--- config.mk ---
export PLATFORM = sky130hd
export DESIGN_NAME = sba_ctrl
export DESIGN_NICKNAME = d
export VERILOG_FILES = /design/src/hw/rtl/sba_pkg.sv /design/src/hw/rtl/sba_ctrl.sv
export SDC_FILE = /design/constraint.sdc
export NUM_CORES = 1
export LEC_CHECK = 0
export ABC_AREA = 1
export BUFFER_PORTS_ARGS = -buffer_cell sky130_fd_sc_hd__buf_2
export CAP_MARGIN = 20
export CELL_PAD_IN_SITES_DETAIL_PLACEMENT = 0
export CELL_PAD_IN_SITES_GLOBAL_PLACEMENT = 1
export CORE_UTILIZATION = 30
export CTS_CLUSTER_SIZE = 24
export DETAILED_ROUTE_END_ITERATION = 10
export PLACE_DENSITY = 0.81
export SYNTH_ARGS = -nofsm -noshare
export SYNTH_HDL_FRONTEND = slang
export SYNTH_SLANG_ARGS = --single-unit
--- constraint.sdc ---
create_clock -name clock -period 1.3 [get_ports clock]
set_clock_uncertainty 0.1 [all_clocks]
set_input_delay 0.26 -clock clock [delete_from_list [all_inputs] [get_ports clock]]
set_output_delay 0.26 -clock clock [all_outputs]
set_load 0.01 [all_outputs]
--- src/hw/rtl/sba_pkg.sv ---
package sba_pkg;

   // default geometry
   localparam int SLOTS_DEF     = 4096;
   localparam int WORD_BITS_DEF = 64;

   // field widths
   localparam int ACTION_W = 2;
   localparam int IDX_W    = 12;

   // operation codes
   localparam logic [ACTION_W-1:0] ACT_FILL = 2'd0;
   localparam logic [ACTION_W-1:0] ACT_MARK = 2'd1;
   localparam logic [ACTION_W-1:0] ACT_TEST = 2'd2;
   localparam logic [ACTION_W-1:0] ACT_FIND = 2'd3;

   // controller to datapath commands
   typedef struct packed {
      logic latch_req;   // capture slot index and mark value, clear results
      logic clear_addr;  // restart the word walk at word 0
      logic fill_wr;     // write all ones at the walk address, step
      logic div_step;    // word number of the slot index
      logic rem_step;    // bit number inside the word
      logic word_rd;     // read the addressed word
      logic word_wr;     // write back the marked word
      logic scan_rd;     // read the next word of the walk
      logic res_test;    // capture the test result
      logic res_find;    // capture the find result
      logic out_load;    // move the result to the output register
   } cmd_type;

   // datapath to controller status
   typedef struct packed {
      logic fill_last;   // walk address is the last word
      logic hit;         // scanned word holds a free slot
      logic scan_end;    // last word has been scanned
   } sts_type;

   // result fields
   typedef struct packed {
      logic             free_slot_used;
      logic             found;
      logic [IDX_W-1:0] free_slot;
   } res_type;

endpackage

--- src/hw/rtl/sba_ctrl.sv ---
module sba_ctrl
   import sba_pkg::*;
(
   input  logic                clock,
   input  logic                reset,
   input  logic                req_valid,
   output logic                req_ready,
   input  logic [ACTION_W-1:0] req_action,
   input  sts_type             sts,
   input  logic                out_free,
   output cmd_type             cmd
);

   localparam logic [3:0] ST_INIT = 4'd0;
   localparam logic [3:0] ST_IDLE = 4'd1;
   localparam logic [3:0] ST_FILL = 4'd2;
   localparam logic [3:0] ST_DIV  = 4'd3;
   localparam logic [3:0] ST_REM  = 4'd4;
   localparam logic [3:0] ST_RD   = 4'd5;
   localparam logic [3:0] ST_MWR  = 4'd6;
   localparam logic [3:0] ST_TST  = 4'd7;
   localparam logic [3:0] ST_SCAN = 4'd8;
   localparam logic [3:0] ST_DONE = 4'd9;

   logic [3:0]          state_ff, state_in;
   logic [ACTION_W-1:0] act_ff, act_in;

   assign req_ready = (state_ff == ST_IDLE);

   // next state and commands
   always_comb begin
      state_in = state_ff;
      act_in   = act_ff;
      cmd      = '0;
      case (state_ff)
         ST_INIT: begin
            cmd.fill_wr = 1'b1;
            if (sts.fill_last) state_in = ST_IDLE;
         end
         ST_IDLE: begin
            if (req_valid) begin
               act_in         = req_action;
               cmd.latch_req  = 1'b1;
               cmd.clear_addr = 1'b1;
               case (req_action)
                  ACT_FILL: state_in = ST_FILL;
                  ACT_FIND: state_in = ST_SCAN;
                  default:  state_in = ST_DIV;
               endcase
            end
         end
         ST_FILL: begin
            cmd.fill_wr = 1'b1;
            if (sts.fill_last) state_in = ST_DONE;
         end
         ST_DIV: begin
            cmd.div_step = 1'b1;
            state_in     = ST_REM;
         end
         ST_REM: begin
            cmd.rem_step = 1'b1;
            state_in     = ST_RD;
         end
         ST_RD: begin
            cmd.word_rd = 1'b1;
            state_in    = (act_ff == ACT_MARK) ? ST_MWR : ST_TST;
         end
         ST_MWR: begin
            cmd.word_wr = 1'b1;
            state_in    = ST_DONE;
         end
         ST_TST: begin
            cmd.res_test = 1'b1;
            state_in     = ST_DONE;
         end
         ST_SCAN: begin
            cmd.scan_rd = 1'b1;
            if (sts.hit) begin
               cmd.res_find = 1'b1;
               state_in     = ST_DONE;
            end else if (sts.scan_end) begin
               state_in = ST_DONE;
            end
         end
         ST_DONE: begin
            if (out_free) begin
               cmd.out_load = 1'b1;
               state_in     = ST_IDLE;
            end
         end
         default: state_in = ST_IDLE;
      endcase
   end

   always_ff @(posedge clock) begin
      if (reset) begin
         state_ff <= ST_INIT;
         act_ff   <= ACT_FILL;
      end else begin
         state_ff <= state_in;
         act_ff   <= act_in;
      end
   end

   // a result is only handed over once the operation has finished
   a_load_done: assert property (@(posedge clock) disable iff (reset)
      cmd.out_load |=> (state_ff == ST_IDLE))
      else $error("result load did not return to idle");

   // a scan stops at the first hit
   a_hit_stops: assert property (@(posedge clock) disable iff (reset)
      cmd.res_find |=> !cmd.scan_rd)
      else $error("scan continued after a hit");

   // the init sweep never takes a transaction
   a_init_busy: assert property (@(posedge clock) disable iff (reset)
      (state_ff == ST_INIT) |-> !cmd.latch_req)
      else $error("transaction taken during init sweep");

endmodule

==> impl_metrics.toml <==
[floorplan]
die_y_um = 43.6
coreArea_um2 = 1560
die_x_um = 43.6
fp-row-count = 14
pin_count = 21
dieArea_um2 = 1900
initial_core_util = 0.333

[worst_setup_path]
reg2reg_slack_ns = -0.06
critical-path-top-delay-family = "flip-flops"
rr_endpoint = "state_ff[3]"
crit_buf_inv = 3
crit_type = "reg2out"
slowest_delay_ns = 0.36
rr_startpoint = "state_ff[2]"
startpoint = "state_ff[2]"
rr_worst_depth = 9
cp_slowest_cell = "dfxtp_4"
required_ns = 0.94
arrival_ns = 1.09
endpoint_kind = "output port"
critPathLaunchType = "register"
crit_path_cell_trace = "nor2_4 -> nand2_4 -> clkinv_4 -> nand2_4 -> clkinv_4 -> buf_6"
cp_max_fo = 4

[min_path]
hold_start = "reset"
hold_path_class = "in2reg"
min_to = "act_ff[0]"
hold-path-cell-count = 2

[global_routing]
grt_pass1_vias = 583
grt_max_degree = 9
grtUsageTotal = 0.155
grt_pass1_wl_um = 2220
grt_antenna_before_repair = 0
grt_overflow = 0

[detailed_routing]
wl_per_cell_um = 10.1
vias = 596
ant_nets = 0
drc = 2
drt-initial-drc-count = 13
drt-pass1-iter-count = 7
wl_um = 1340
vias_per_cell = 4.48

[synthesis]
ys_types = 22
syn_area_um2 = 519
synth_fa_ha_area_frac = 0.0241
synth_top_family_by_area = "simple AND/OR/NAND/NOR gates"
syn_area_per_cell_um2 = 6.33
yosysSeqAreaShare = 0.231
ys_seq_elements = 6
synthMuxAreaShare = 0
synthCells = 82
synth-simple-area-share = 0.499
synth_nets = 92
synth_xor_area_frac = 0
ys_warn_count = 0
synth_compound_area_frac = 0.0819

[clock_tree]
cts.clk_slew.worst_paths_ns = 0.04
clockBufferDepth = 2
clk_latency_ns = 0.24
cts_tree = "done"
htreeDepth = 1
cts_buffers = 3
clock-sinks = 6
ctsHoldBuffers = 0
cts-root-buf = "clkbuf_4"

[run_status]
status = "finished with violations"
violations = "DRC, setup timing"

[timing]
period_share = 1.11
finalWorstSetupSlack_ns = -0.148
hold_slack_ns = 0.124
fin_crit_ns = 1.45
setup_viol = 15
worstMarginPinSlew_ns = 0.180
max_slew_margin = 0.880
hold_violations = 0
rsz0062_at_grt = "true"
fmax_mhz = 691
maxSlewViolCount = 0

[power]
vdd_drop_max_mv = 0.687
power-per-cell-area_nw_per_um2 = 1760
power.leakage_nw = 0.466

[placed_design]
dpl.hpwl_um = 972
port_buffers = 20
globalplace.congestion = 0.788
place_inst = 122

[final_layout]
layout.nets = 129
final_common_cell = "buf_2"
drive_gt1_frac = 0.564
instances_no_fill = 133
diodes = 0
area_growth_pct = 57.6
final_cell_mix = "18 x buf_2, 14 x buf_4, 12 x inv_1"

[flow_run]
drv_cap = 0
-- flip-flops by register name (all words and copies together) (netlist names) --
name / count
act_ff: 2
state_ff: 4
-- cells in the mapped netlist --
library cell  instances  area, um2
a21oi_1               2       10.0
a21oi_2               1       8.76
buf_4                 2       15.0
clkinv_2              2       10.0
dfxtp_1               6        120
ha_1                  1       12.5
inv_1                13       48.8
inv_2                 3       11.3
nand2_1              12       45.0
nand2_2               4       25.0
nand2_4               2       22.5
nand3_1               8       40.0
nand3_2               1       10.0
nand4_1               1       6.26
nor2_1               15       56.3
nor2_2                1       6.26
nor2_4                2       22.5
nor2_8                1       20.0
nor3_1                1       5.00
o21a_1                1       7.51
o21ai_1               2       10.0
o22ai_1               1       6.26
-- per-stage QoR --
step | setup slack [ns] | cell area [um2] | TNS, ns | power [mW] | util
finish | -0.148 | 818 | -1.49 | 1.44 | 0.525
global route | -0.210 | 818 | -2.40 | 1.56 | 0.525
CTS | -0.162 | 811 | -1.64 | 1.44 | 0.520
global placement | -0.0482 | 674 | -0.238 | 1.02 | 0.433
detailed placement | -0.0900 | 674 | -0.406 | 1.02 | 0.433
floorplan | 0.00138 | 528 | 0 | 0.806 | -
-- where the power goes --
group / total, mW / internal, mW / switching (mW)
Combinational: 0.942 / 0.457 / 0.485
Clock: 0.167 / 0.104 / 0.0629
Sequential: 0.332 / 0.248 / 0.0842
-- worst max-delay path by stage --
stage	end	slack [ns]	depth (start not counted)
6_report	cmd[9]	-0.15	6
5_1_grt	cmd[7]	-0.21	4
4_1_cts	cmd[9]	-0.16	7
3_5_place_dp	state_ff[0]	-0.09	7
3_3_place_gp	cmd[9]	-0.05	6
2_1_floorplan	cmd[10]	0.001	7
-- metal layers --
layer | part of all wire | GRT usage | vias up
met3 | 0.046 | 0.0458 | 0
met4 | 0 | 0.0625 | 0
met2 | 0.51 | 0.269 | 18
li1 | - | - | 320
met1 | 0.45 | 0.176 | 258
met5 | 0 | 0 | -
-- what timing repair did --
item                       CTS  global route
resized for setup           18             3
setup buffers                8             0
setup endpoints to repair   16            16
gates cloned                 0             0
hold endpoints to repair     0             0
pin swaps                    5             5
-- cell families (layout without fill, tap and decap cells) --
group / after synthesis / after routing
AO/OA/AOI/OAI: 7 / 7
adder cells (fa/ha/maj): 1 / 1
buffers and inverters: 20 / 55
flip-flops: 6 / 6
AND/OR/NAND/NOR: 48 / 48
-- final cells by class --
class / count / area [um2]
clock buffers: 3 / 22.5
fillers: 162 / 741
inverters: 18 / 85.1
multi-input cells: 56 / 338
flip-flops and latches: 6 / 135
well taps: 16 / 20.0
repair buffers: 34 / 218
(Power assumes the default switching activity.)
